<file path="config.mk">
export PLATFORM = sky130hd
export DESIGN_NAME = multichannel_volume_envelope_unit
export DESIGN_NICKNAME = d
export VERILOG_FILES = /design/src/rtl/mvenv_pkg.sv /design/src/rtl/multichannel_volume_envelope_unit.sv /design/src/rtl/mvenv_cfg.sv
export SDC_FILE = /design/constraint.sdc
export NUM_CORES = 1
export LEC_CHECK = 0
export BUFFER_PORTS_ARGS = -buffer_cell sky130_fd_sc_hd__buf_2
export CAP_MARGIN = 20
export CORE_ASPECT_RATIO = 1.25
export CORE_MARGIN = 4
export CORE_UTILIZATION = 65
export DETAILED_ROUTE_END_ITERATION = 16
export PLACE_DENSITY = 0.88
export SLEW_MARGIN = 20
export SYNTH_ARGS = -nofsm -noshare
export SYNTH_HDL_FRONTEND = slang
export SYNTH_SLANG_ARGS = --single-unit
</file>
<file path="constraint.sdc">
create_clock -name aclk -period 18.1 [get_ports aclk]
set_input_delay 3.62 -clock aclk [delete_from_list [all_inputs] [get_ports aclk]]
set_output_delay 3.62 -clock aclk [all_outputs]
set_load 0.05 [all_outputs]
</file>
<file path="src/rtl/mvenv_pkg.sv">
// shared types and constants of the multichannel volume envelope unit
// used by mvenv_cfg, multichannel_volume_envelope_unit and the dv checker and testbench, no dependencies
package mvenv_pkg;

    localparam int CHANNELS_DEF      = 6;
    localparam int SUSTAIN_STEPS_DEF = 15;

    localparam int RATE_W  = 8;
    localparam int LEVEL_W = 4;
    localparam int COUNT_W = 16;
    localparam int CHAN_W  = 3;

    localparam int PADDR_W = 3;
    localparam int PDATA_W = 32;

    localparam logic [7:0] PERIOD_SCALE_RST = 8'd3;
    localparam logic       STEREO_MODE_RST  = 1'b1;

    // register index, taken from paddr[2]
    localparam logic REG_PERIOD_SCALE = 1'b0;
    localparam logic REG_STEREO_MODE  = 1'b1;

    typedef enum logic [1:0] {
        STG_IDLE    = 2'd0,
        STG_ATTACK  = 2'd1,
        STG_SUSTAIN = 2'd2,
        STG_DECAY   = 2'd3
    } stage_t;

    typedef enum logic [2:0] {
        SQ_IDLE,
        SQ_PICK,
        SQ_ADV,
        SQ_START,
        SQ_ENTER,
        SQ_EMIT
    } seq_state_t;

    typedef struct packed {
        logic [RATE_W-1:0] period_scale;
        logic              stereo_mode;
    } cfg_t;

endpackage

</file>
<file path="src/rtl/multichannel_volume_envelope_unit.sv">
// top level of the multichannel attack/sustain/decay volume envelope
// depends on mvenv_pkg and mvenv_cfg
//
//  channel   direction  tdata fields (low bit up)                          side bits
//  s_        in         channel, attack, sustain, decay, peak, repeat      tuser: func
//  m_        out        volume_reg, volume_data                            tlast: last
//  apb       in/out     period_scale at 0x0, stereo_mode at 0x4            pready high
//
// a note-on steps through start, enter with the period multiply, write.
// a tick steps, per active channel, through pick, advance, up to two
// phase entries and a restart through the one shared period multiplier, write.
// aresetn clears every channel to idle, level zero; no clearing pass.
// s_tready is high only while the sequencer is idle; a write waits in the
// sequencer while the output register is still held by m_tready low.
module multichannel_volume_envelope_unit #(
    parameter int CHANNELS      = mvenv_pkg::CHANNELS_DEF,
    parameter int SUSTAIN_STEPS = mvenv_pkg::SUSTAIN_STEPS_DEF
) (
    input  logic                          aclk,
    input  logic                          aresetn,
    // channel[2:0], attack_rate[10:3], sustain_rate[18:11], decay_rate[26:19],
    // peak_volume[30:27], repeat_on[31]
    input  logic [31:0]                   s_tdata,
    // func[0]
    input  logic [0:0]                    s_tuser,
    input  logic                          s_tvalid,
    output logic                          s_tready,
    // volume_reg[2:0], volume_data[10:3], zero pad[15:11]
    output logic [15:0]                   m_tdata,
    output logic                          m_tlast,
    output logic                          m_tvalid,
    input  logic                          m_tready,
    input  logic                          psel,
    input  logic                          penable,
    input  logic                          pwrite,
    input  logic [mvenv_pkg::PADDR_W-1:0] paddr,
    input  logic [mvenv_pkg::PDATA_W-1:0] pwdata,
    output logic [mvenv_pkg::PDATA_W-1:0] prdata,
    output logic                          pready
);

    localparam int CH_W = (CHANNELS > 1) ? $clog2(CHANNELS) : 1;
    localparam int RW   = mvenv_pkg::RATE_W;
    localparam int LW   = mvenv_pkg::LEVEL_W;
    localparam int CW   = mvenv_pkg::COUNT_W;

    mvenv_pkg::cfg_t cfg;

    mvenv_cfg u_cfg (
        .aclk    (aclk),
        .aresetn (aresetn),
        .psel    (psel),
        .penable (penable),
        .pwrite  (pwrite),
        .paddr   (paddr),
        .pwdata  (pwdata),
        .prdata  (prdata),
        .pready  (pready),
        .cfg     (cfg)
    );

    // input fields
    logic                         in_func;
    logic [mvenv_pkg::CHAN_W-1:0] in_chan;
    logic [RW-1:0]                in_att, in_sus, in_dec;
    logic [LW-1:0]                in_peak;
    logic                         in_rep;
    logic                         in_chan_ok;

    assign in_func    = s_tuser[0];
    assign in_chan    = s_tdata[2:0];
    assign in_att     = s_tdata[10:3];
    assign in_sus     = s_tdata[18:11];
    assign in_dec     = s_tdata[26:19];
    assign in_peak    = s_tdata[30:27];
    assign in_rep     = s_tdata[31];
    assign in_chan_ok = (32'(in_chan) < 32'(CHANNELS));

    // per-channel state
    logic [CHANNELS-1:0] active_reg;
    logic [CHANNELS-1:0] rep_reg;
    mvenv_pkg::stage_t   stage_reg [CHANNELS];
    logic [RW-1:0]       att_reg   [CHANNELS];
    logic [RW-1:0]       sus_reg   [CHANNELS];
    logic [RW-1:0]       dec_reg   [CHANNELS];
    logic [LW-1:0]       peak_reg  [CHANNELS];
    logic [LW-1:0]       level_reg [CHANNELS];
    logic [CW-1:0]       pc_reg    [CHANNELS];
    logic [LW-1:0]       sl_reg    [CHANNELS];

    // sequencer
    mvenv_pkg::seq_state_t state_reg, state_next;
    logic [CH_W-1:0]       cur_reg, cur_next;
    logic [CHANNELS-1:0]   pend_reg, pend_next;
    logic                  last_reg, last_next;
    logic                  tick_reg, tick_next;
    logic                  restart_reg, restart_next;
    mvenv_pkg::stage_t     from_reg, from_next;

    // write strobes into the channel state at cur_reg (load_we writes at cur_next)
    logic              load_we;
    logic              act_we, act_wd;
    logic              stg_we;
    mvenv_pkg::stage_t stg_wd;
    logic              lvl_we;
    logic [LW-1:0]     lvl_wd;
    logic              pc_we;
    logic [CW-1:0]     pc_wd;
    logic              sl_we;
    logic [LW-1:0]     sl_wd;

    // output register
    logic              out_we;
    logic              m_tvalid_reg;
    logic [15:0]       m_tdata_reg;
    logic              m_tlast_reg;

    // current channel view
    mvenv_pkg::stage_t cur_stage;
    logic [RW-1:0]     cur_att, cur_sus, cur_dec;
    logic [LW-1:0]     cur_peak, cur_level, cur_sl;
    logic [CW-1:0]     cur_pc;
    logic              cur_rep;

    assign cur_stage = stage_reg[cur_reg];
    assign cur_att   = att_reg[cur_reg];
    assign cur_sus   = sus_reg[cur_reg];
    assign cur_dec   = dec_reg[cur_reg];
    assign cur_peak  = peak_reg[cur_reg];
    assign cur_level = level_reg[cur_reg];
    assign cur_sl    = sl_reg[cur_reg];
    assign cur_pc    = pc_reg[cur_reg];
    assign cur_rep   = rep_reg[cur_reg];

    function automatic logic [RW-1:0] rate_sel(input mvenv_pkg::stage_t st,
                                               input logic [RW-1:0] a,
                                               input logic [RW-1:0] s,
                                               input logic [RW-1:0] d);
        case (st)
            mvenv_pkg::STG_ATTACK:  rate_sel = a;
            mvenv_pkg::STG_SUSTAIN: rate_sel = s;
            mvenv_pkg::STG_DECAY:   rate_sel = d;
            default:                rate_sel = '0;
        endcase
    endfunction

    // shared period multiplier
    logic [RW-1:0] mul_rate;
    logic [CW-1:0] mul_out;

    assign mul_out = CW'(cfg.period_scale) * CW'(mul_rate);

    // first phase at or after from_reg with a nonzero rate
    logic              ent_found;
    mvenv_pkg::stage_t ent_stage;

    always_comb begin
        ent_found = 1'b1;
        if (from_reg == mvenv_pkg::STG_ATTACK && cur_att != '0) begin
            ent_stage = mvenv_pkg::STG_ATTACK;
        end else if (from_reg != mvenv_pkg::STG_DECAY && cur_sus != '0) begin
            ent_stage = mvenv_pkg::STG_SUSTAIN;
        end else if (cur_dec != '0) begin
            ent_stage = mvenv_pkg::STG_DECAY;
        end else begin
            ent_stage = mvenv_pkg::STG_IDLE;
            ent_found = 1'b0;
        end
    end

    // lowest pending channel
    logic [CH_W-1:0]     pick_idx;
    logic [CHANNELS-1:0] pend_left;

    always_comb begin
        pick_idx = '0;
        for (int i = CHANNELS - 1; i >= 0; i--) begin
            if (pend_reg[i]) begin
                pick_idx = CH_W'(i);
            end
        end
        pend_left = pend_reg & ~(CHANNELS'(1) << pick_idx);
    end

    logic          expired;
    logic [LW-1:0] lv_inc, lv_dec, sl_dec;
    logic          slot_free;

    assign expired   = (cur_pc <= CW'(1));
    assign lv_inc    = (cur_level < cur_peak) ? cur_level + LW'(1) : cur_level;
    assign lv_dec    = (cur_level != '0) ? cur_level - LW'(1) : cur_level;
    assign sl_dec    = (cur_sl != '0) ? cur_sl - LW'(1) : cur_sl;
    assign slot_free = !m_tvalid_reg || m_tready;

    always_ff @(posedge aclk) begin
        if (!aresetn) begin
            state_reg   <= mvenv_pkg::SQ_IDLE;
            cur_reg     <= '0;
            pend_reg    <= '0;
            last_reg    <= 1'b0;
            tick_reg    <= 1'b0;
            restart_reg <= 1'b0;
            from_reg    <= mvenv_pkg::STG_ATTACK;
        end else begin
            state_reg   <= state_next;
            cur_reg     <= cur_next;
            pend_reg    <= pend_next;
            last_reg    <= last_next;
            tick_reg    <= tick_next;
            restart_reg <= restart_next;
            from_reg    <= from_next;
        end
    end

    always_comb begin
        state_next   = state_reg;
        cur_next     = cur_reg;
        pend_next    = pend_reg;
        last_next    = last_reg;
        tick_next    = tick_reg;
        restart_next = restart_reg;
        from_next    = from_reg;
        s_tready     = 1'b0;
        load_we      = 1'b0;
        act_we       = 1'b0;
        act_wd       = 1'b0;
        stg_we       = 1'b0;
        stg_wd       = mvenv_pkg::STG_IDLE;
        lvl_we       = 1'b0;
        lvl_wd       = '0;
        pc_we        = 1'b0;
        pc_wd        = '0;
        sl_we        = 1'b0;
        sl_wd        = '0;
        out_we       = 1'b0;
        mul_rate     = rate_sel(cur_stage, cur_att, cur_sus, cur_dec);

        case (state_reg)
            mvenv_pkg::SQ_IDLE: begin
                s_tready = 1'b1;
                if (s_tvalid) begin
                    if (in_func) begin
                        if (in_chan_ok) begin
                            load_we      = 1'b1;
                            cur_next     = CH_W'(in_chan);
                            tick_next    = 1'b0;
                            restart_next = 1'b1;
                            state_next   = mvenv_pkg::SQ_START;
                        end
                    end else if (active_reg != '0) begin
                        pend_next  = active_reg;
                        tick_next  = 1'b1;
                        state_next = mvenv_pkg::SQ_PICK;
                    end
                end
            end

            mvenv_pkg::SQ_PICK: begin
                cur_next     = pick_idx;
                pend_next    = pend_left;
                last_next    = (pend_left == '0);
                restart_next = 1'b0;
                state_next   = mvenv_pkg::SQ_ADV;
            end

            mvenv_pkg::SQ_ADV: begin
                pc_we      = 1'b1;
                pc_wd      = expired ? mul_out : cur_pc - CW'(1);
                state_next = mvenv_pkg::SQ_EMIT;
                if (expired) begin
                    case (cur_stage)
                        mvenv_pkg::STG_ATTACK: begin
                            lvl_we = 1'b1;
                            lvl_wd = lv_inc;
                            if (lv_inc >= cur_peak) begin
                                from_next  = mvenv_pkg::STG_SUSTAIN;
                                state_next = mvenv_pkg::SQ_ENTER;
                            end
                        end
                        mvenv_pkg::STG_SUSTAIN: begin
                            sl_we = 1'b1;
                            sl_wd = sl_dec;
                            if (sl_dec == '0) begin
                                // no decay phase: level falls straight to zero
                                if (cur_dec == '0) begin
                                    lvl_we = 1'b1;
                                    lvl_wd = '0;
                                end
                                from_next  = mvenv_pkg::STG_DECAY;
                                state_next = mvenv_pkg::SQ_ENTER;
                            end
                        end
                        mvenv_pkg::STG_DECAY: begin
                            lvl_we = 1'b1;
                            lvl_wd = lv_dec;
                            if (lv_dec == '0) begin
                                stg_we = 1'b1;
                                stg_wd = mvenv_pkg::STG_IDLE;
                                act_we = 1'b1;
                                act_wd = 1'b0;
                                if (cur_rep) begin
                                    state_next = mvenv_pkg::SQ_START;
                                end
                            end
                        end
                        default: begin
                            act_we = 1'b1;
                            act_wd = 1'b0;
                            if (cur_rep) begin
                                state_next = mvenv_pkg::SQ_START;
                            end
                        end
                    endcase
                end
            end

            mvenv_pkg::SQ_START: begin
                if (cur_sus != '0) begin
                    sl_we = 1'b1;
                    sl_wd = LW'(SUSTAIN_STEPS);
                end
                lvl_we       = 1'b1;
                lvl_wd       = (cur_att == '0) ? cur_peak : '0;
                from_next    = mvenv_pkg::STG_ATTACK;
                restart_next = 1'b1;
                state_next   = mvenv_pkg::SQ_ENTER;
            end

            mvenv_pkg::SQ_ENTER: begin
                mul_rate = rate_sel(ent_stage, cur_att, cur_sus, cur_dec);
                stg_we   = 1'b1;
                stg_wd   = ent_stage;
                act_we   = 1'b1;
                act_wd   = ent_found;
                if (ent_found) begin
                    pc_we      = 1'b1;
                    pc_wd      = mul_out;
                    state_next = mvenv_pkg::SQ_EMIT;
                end else if (!restart_reg && cur_rep) begin
                    state_next = mvenv_pkg::SQ_START;
                end else begin
                    state_next = mvenv_pkg::SQ_EMIT;
                end
            end

            mvenv_pkg::SQ_EMIT: begin
                if (slot_free) begin
                    out_we = 1'b1;
                    if (tick_reg && pend_reg != '0) begin
                        state_next = mvenv_pkg::SQ_PICK;
                    end else begin
                        state_next = mvenv_pkg::SQ_IDLE;
                    end
                end
            end

            default: begin
                state_next = mvenv_pkg::SQ_IDLE;
            end
        endcase
    end

    // channel state update
    always_ff @(posedge aclk) begin
        if (!aresetn) begin
            active_reg <= '0;
            rep_reg    <= '0;
            for (int i = 0; i < CHANNELS; i++) begin
                stage_reg[i] <= mvenv_pkg::STG_IDLE;
                att_reg[i]   <= '0;
                sus_reg[i]   <= '0;
                dec_reg[i]   <= '0;
                peak_reg[i]  <= '0;
                level_reg[i] <= '0;
                pc_reg[i]    <= '0;
                sl_reg[i]    <= '0;
            end
        end else begin
            if (load_we) begin
                att_reg[cur_next]  <= in_att;
                sus_reg[cur_next]  <= in_sus;
                dec_reg[cur_next]  <= in_dec;
                peak_reg[cur_next] <= in_peak;
                rep_reg[cur_next]  <= in_rep;
            end
            if (act_we) begin
                active_reg[cur_reg] <= act_wd;
            end
            if (stg_we) begin
                stage_reg[cur_reg] <= stg_wd;
            end
            if (lvl_we) begin
                level_reg[cur_reg] <= lvl_wd;
            end
            if (pc_we) begin
                pc_reg[cur_reg] <= pc_wd;
            end
            if (sl_we) begin
                sl_reg[cur_reg] <= sl_wd;
            end
        end
    end

    // volume byte packing
    logic [7:0] vol_byte;

    always_comb begin
        if (!cfg.stereo_mode) begin
            vol_byte = {cur_level, cur_level};
        end else if (!cur_reg[0]) begin
            vol_byte = {cur_level, {LW{1'b0}}};
        end else begin
            vol_byte = {{LW{1'b0}}, cur_level};
        end
    end

    always_ff @(posedge aclk) begin
        if (!aresetn) begin
            m_tvalid_reg <= 1'b0;
        end else if (out_we) begin
            m_tvalid_reg <= 1'b1;
        end else if (m_tready) begin
            m_tvalid_reg <= 1'b0;
        end
    end

    always_ff @(posedge aclk) begin
        if (out_we) begin
            m_tdata_reg <= {5'b0, vol_byte, mvenv_pkg::CHAN_W'(cur_reg)};
            m_tlast_reg <= tick_reg ? last_reg : 1'b1;
        end
    end

    assign m_tvalid = m_tvalid_reg;
    assign m_tdata  = m_tdata_reg;
    assign m_tlast  = m_tlast_reg;

endmodule

</file>
<file path="src/rtl/mvenv_cfg.sv">
// apb configuration registers: period scale and stereo mode
// depends on mvenv_pkg
module mvenv_cfg (
    input  logic                           aclk,
    input  logic                           aresetn,
    input  logic                           psel,
    input  logic                           penable,
    input  logic                           pwrite,
    input  logic [mvenv_pkg::PADDR_W-1:0]  paddr,
    input  logic [mvenv_pkg::PDATA_W-1:0]  pwdata,
    output logic [mvenv_pkg::PDATA_W-1:0]  prdata,
    output logic                           pready,
    output mvenv_pkg::cfg_t                cfg
);

    logic [mvenv_pkg::RATE_W-1:0] scale_reg;
    logic                         stereo_reg;
    logic                         wr_en;

    assign pready = 1'b1;
    assign wr_en  = psel & penable & pwrite;

    always_ff @(posedge aclk) begin
        if (!aresetn) begin
            scale_reg  <= mvenv_pkg::PERIOD_SCALE_RST;
            stereo_reg <= mvenv_pkg::STEREO_MODE_RST;
        end else if (wr_en) begin
            case (paddr[2])
                mvenv_pkg::REG_PERIOD_SCALE: scale_reg  <= pwdata[mvenv_pkg::RATE_W-1:0];
                mvenv_pkg::REG_STEREO_MODE:  stereo_reg <= pwdata[0];
                default: ;
            endcase
        end
    end

    always_comb begin
        case (paddr[2])
            mvenv_pkg::REG_PERIOD_SCALE:
                prdata = {{(mvenv_pkg::PDATA_W-mvenv_pkg::RATE_W){1'b0}}, scale_reg};
            mvenv_pkg::REG_STEREO_MODE:
                prdata = {{(mvenv_pkg::PDATA_W-1){1'b0}}, stereo_reg};
            default:
                prdata = '0;
        endcase
    end

    assign cfg.period_scale = scale_reg;
    assign cfg.stereo_mode  = stereo_reg;

endmodule

</file>
# [Yosys cells after proc, flatten, opt, wreduce, memory -nomap -nowiden]
# Memory sizes are Yosys's and may differ from the RTL's. A register that Yosys moved wholly into a read port is not among the register bits.
# Cells that the tools add are included.
[word_totals] reg_bits=51 ramBits=324 input_bits=75 output_inout_bits=52 wordCells=263 mem_count=8
[mem_list] memory="pc_reg" depth=6 width=16 rd=1 rd_clocked_by_memory_dff=1 write_ports=6 line="multichannel_volume_envelope_unit.sv:88" source="logic [CW-1:0] pc_reg [CHANNELS];"
[mem_list] memory="att_reg" depth=6 width=8 rd=1 rd_clocked_by_memory_dff=1 write_ports=6 line="multichannel_volume_envelope_unit.sv:83" source="logic [RW-1:0] att_reg [CHANNELS];"
[mem_list] memory="dec_reg" depth=6 width=8 rd=1 rd_clocked_by_memory_dff=1 write_ports=6 line="multichannel_volume_envelope_unit.sv:85" source="logic [RW-1:0] dec_reg [CHANNELS];"
[mem_list] memory="sus_reg" depth=6 width=8 rd=1 rd_clocked_by_memory_dff=1 write_ports=6 line="multichannel_volume_envelope_unit.sv:84" source="logic [RW-1:0] sus_reg [CHANNELS];"
[mem_list] memory="level_reg" depth=6 width=4 rd=1 rd_clocked_by_memory_dff=1 write_ports=6 line="multichannel_volume_envelope_unit.sv:87" source="logic [LW-1:0] level_reg [CHANNELS];"
[mem_list] memory="peak_reg" depth=6 width=4 rd=1 rd_clocked_by_memory_dff=1 write_ports=6 line="multichannel_volume_envelope_unit.sv:86" source="logic [LW-1:0] peak_reg [CHANNELS];"
[mem_list] memory="2 more memories"
[classes] n_addsub=4 multipliers=1 n_lt_le_gt_ge=8 n_eq_ne=26 shifts=1 mux=152 bitwise=5 n_reduce_logical=44
[ops] op="$mux W3" count=35
[ops] op="$pmux W32 S2" count=1
[ops] op="$mux W1" count=60
[ops] op="$mux W16" count=3
[ops] op="$mux W8" count=6
[ops] op="$pmux W8 S3" count=2
[ops] op="$mux W4" count=11
[ops] op="$pmux W16 S2" count=1
[ops] op="$pmux W4 S2" count=3
[ops] op="$reduce_bool A8 Y1" count=3
[ops] op="$reduce_or A8 Y1" count=3
[ops] op="$mux W6" count=3
[ops] op="$pmux W3 S6" count=1
[ops] op="$le A16 B1 Y1 const B" count=1
[ops] op="$logic_not A8 Y1" count=2
[ops] op="$mul A8 B8 Y16" count=1
[ops] op="$mux W2" count=8
[ops] op="$ne A2 B2 Y1 const B" count=8
[ops] op="$reduce_and A4 Y1" count=4
[ops] op="$reduce_or A16 Y1" count=1
[ops] op="$sub A16 B1 Y16 const B" count=1
[ops] op="$ne A3 B3 Y1 const B" count=5
[ops] op="$pmux W1 S2" count=7
[ops] op="$bwmux W6" count=2
[ops] op="39 further kinds" count=69

# [Depth between registers and ports, before layout]
[depth] depth_word=12 ltp_mapped=36 mapped_depth_nobuf=27

# [Modules after synthesis]
# From an unflattened synthesis, not the netlist that was laid out.
[hier_totals] cells_unflattened=2046 area_unflattened_um2=25351.8
[modules_own_cells] mod="multichannel_volume_envelope_unit" n_inst=1 cells_per_inst=1970 area_each_um2=24693.7 seq_area_each_um2=13933.4
[modules_own_cells] mod="mvenv_cfg" n_inst=1 cells_per_inst=76 area_each_um2=658.1 seq_area_each_um2=180.2

# [Worst setup path after synthesis]
# OpenSTA, ideal clock, no wires.
[synth_path] kind="input to output" start="input paddr[2] in the netlist's numbering" end="output prdata[1] in the netlist's numbering" arrival_ps=4522 required_time_ps=14480 setup_slack_ps=9958 stages=2 n_path_buf=1 path_cell_list="clkbuf_1 -> nor2b_1"
[synth_via] elab_chain_len=2
[synth_lines] item="start: declaration" line="multichannel_volume_envelope_unit.sv:36" source="input logic [mvenv_pkg::PADDR_W-1:0] paddr,"
[synth_lines] item="$not A1 Y1 (no line)"
[synth_lines] item="$pmux W32 S2 *" line="mvenv_cfg.sv:37" source="case (paddr[2])"
[synth_lines] item="end: declaration" line="multichannel_volume_envelope_unit.sv:38" source="output logic [mvenv_pkg::PDATA_W-1:0] prdata,"
# Every way passes the cells marked *; elsewhere a longest branch is shown, timed or not. The select of a mux whose other input is x is not followed.

==> out/results.ini <==
[grt]
track_usage_pct = 31.3
grt_overflow = 0
grt_pass1_vias = 19386
grt_max_degree = 142
grt_pass1_wl_um = 106000
antenna_found_initial = 1

[sta]
final_max_slew_viol_count = 0
holdWs_ns = 0.498
worst_pin_slew_ns = 1.17
fin_skew_ns = 0.0343
rsz0062_at_grt = no
fmax_mhz = 97.5
relSlewSlack_pct = 21.9
period_needed_ns = 10.25
period_share_pct = 56.7
finalHoldViolCount = 0
finalSetupViolCount = 0
fin_tns_setup_ns = 0

[worst_setup_path]
endpoint_kind = register
worstSetupPathType = register to register
critPathArrivalTime_ns = 10.64
crit_path_start_kind = register
crit_required_ns = 18.49
crit_fanout = 42

[yosys]
ys_types = 104
synth_edf_count = 444
ys_seq_elements = 483
ys_warn_count = 0
netlist_area_um2 = 25900
synthCells = 2136
synth_ff_type = edfxtp_1
synth_top_cell_area_share_pct = 51.5
synthTopCellsByArea = edfxtp_1, mux4_2, nor2_1
yosys.area.top_type = edfxtp_1
async_reset_ff_share_pct = 0
ys_seq_area_share_pct = 54.5
syn_area_per_cell_um2 = 12.1

[die]
fp.dieArea_um2 = 43100
die_h_um = 231
fp.dieW_um = 186
start_util_pct = 66.0
ios = 127
rows = 81
coreArea_um2 = 39200

[route]
drc = 0
drt.antenna.violating_nets = 0
first_pass_iters = 9
drt_iter0_markers = 2578
vias = 18914
wl_per_cell_um = 24.6
via_per_inst = 6.84
totalWireLength_um = 68000

[placement]
place_congestion = 0.933
dp_hpwl_um = 44200
port-buffer-count = 70

[job]
drv_cap = 0

[cts]
cts-hold-fix-buffers = 0
cts.sinks = 483
cts-resized-gates = 0
ctsHtreeMaxLevel = 2
tritoncts = yes
clk_path_buf_depth = 3
clk_latency_ns = 0.59
cts_buffers = 48
root_buffer = clkbuf_16
path_clk_slew_ns = 0.07
post_cts_buffers = 0

[pwr]
ir_drop_uv = 140
p_leak_nw = 10.6
pwr_density_cell_nw_per_um2 = 112
total_power_mw = 3.16

[finish]
layout_commonest_cell = edfxtp_1
drive_above_1_share_pct = 15.7
fill_cells = 2435
final_util_pct = 71.9
final_cell_mix = edfxtp_1, nor2_1, nand2_1
synthToLayoutAreaGrowth_pct = 8.86
largest_reg_flops = 128
finalNetCount = 2391

[min_path]
hold_class = register to register

[outcome]
outcome = finished, final reports clean

-- final cells by class --
cell class / count / area, um2 / share of cell area, %
clock buffer: 59 / 1260 / 4.48
clock inverter: 28 / 241 / 0.857
tap: 498 / 623 / 2.21
sequential: 483 / 14100 / 50.1
antenna: 1 / 2.50 / 0.00888
timing repair buffer: 98 / 571 / 2.02
multi-input combinational: 1486 / 10900 / 38.8
inverter: 111 / 417 / 1.48
-- Yosys cell counts, types with 8 or more instances --
master / number
nor4_1: 9
edfxtp_1: 444
nor2b_1: 30
buf_4: 40
inv_1: 109
o21ai_2: 8
a21boi_0: 8
a21oi_1: 144
nor3_1: 69
clkbuf_1: 50
mux2i_1: 43
nand2b_1: 21
a21o_1: 14
ha_1: 52
o21ai_1: 8
or2_2: 12
mux4_2: 82
and3_1: 13
o31ai_1: 14
xnor2_1: 21
mux2_2: 35
nor3b_1: 22
nand3_1: 33
or3_1: 10
nor2_1: 263
buf_2: 37
a22oi_1: 19
fa_1: 36
o22ai_1: 11
o21ai_0: 60
and2_1: 47
dfxtp_1: 39
nand2_1: 153
a222oi_1: 8
a211oi_1: 8
-- where the power goes --
part / internal [mW] / switching (mW)
clock network: 0.531 / 0.434
logic: 0.270 / 0.572
registers: 1.30 / 0.0499
-- metrics by stage --
step | area (um2) | worst slack [ns] | std cells
after floorplan | 26200 | 9.96 | 2220
after global placement | 26700 | 8.11 | 2675
after detailed placement | 26700 | 7.88 | 2675
after CTS | 28200 | 7.78 | 2762
after global routing | 28200 | 7.26 | 2763
final | 28200 | 7.85 | 2764
-- metal layers --
metal	GRT usage [%]	vias up	share of wire [%]
met4	17.5	0	6.2
met3	6.01	338	12
met2	53.6	1489	49
met1	37.8	9080	33
li1	-	8007	-
met5	0	-	0
-- critical path: stages (launching register included) --
cell and delay (ns):
dfxtp_4 0.76, buf_4 0.62, buf_4 0.64, clkinv_1 0.75, a21oi_1 0.33, a211oi_1 0.06
or3_1 0.57, o41ai_4 0.68, a31oi_4 0.14, buf_4 0.28, nor2_1 0.65, nor3b_1 0.15
fa_1 0.44, inv_1 0.09, fa_1 0.45, fa_1 0.51, fa_1 0.49, inv_1 0.05
ha_1 0.32, inv_1 0.08, o21ai_0 0.16, a2111oi_0 0.61, nor3_1 0.17, o31ai_1 0.37
xnor2_1 0.19, o21ai_2 0.13, a21oi_1 0.27
-- logic make-up (layout without fill, tap and decap cells) --
family,Yosys count,count (layout),synth area share (%)
buffers and inverters,251,296,4.57
AOI/OAI and AO/OA,393,393,10.5
DFF,483,483,54.5
other,2,87,0.0290
muxes,164,164,10.5
xor gates and xnor gates,26,26,0.880
and+or+nand+nor,728,728,13.6
adders and majority gates,89,89,5.34
-- path summary, 6_finish.rpt --
path              startpoint             to  slack [ns]  cells past startpoint
setup / recovery  cur_reg[0]  pc_reg[5][15]        7.85                     26
hold / removal    rep_reg[4]     rep_reg[4]        0.50                      2
setup reg to reg  cur_reg[0]  pc_reg[5][15]        7.85                     26
hold reg to reg   rep_reg[4]     rep_reg[4]        0.50                      2
(Power assumes the default switching activity.)
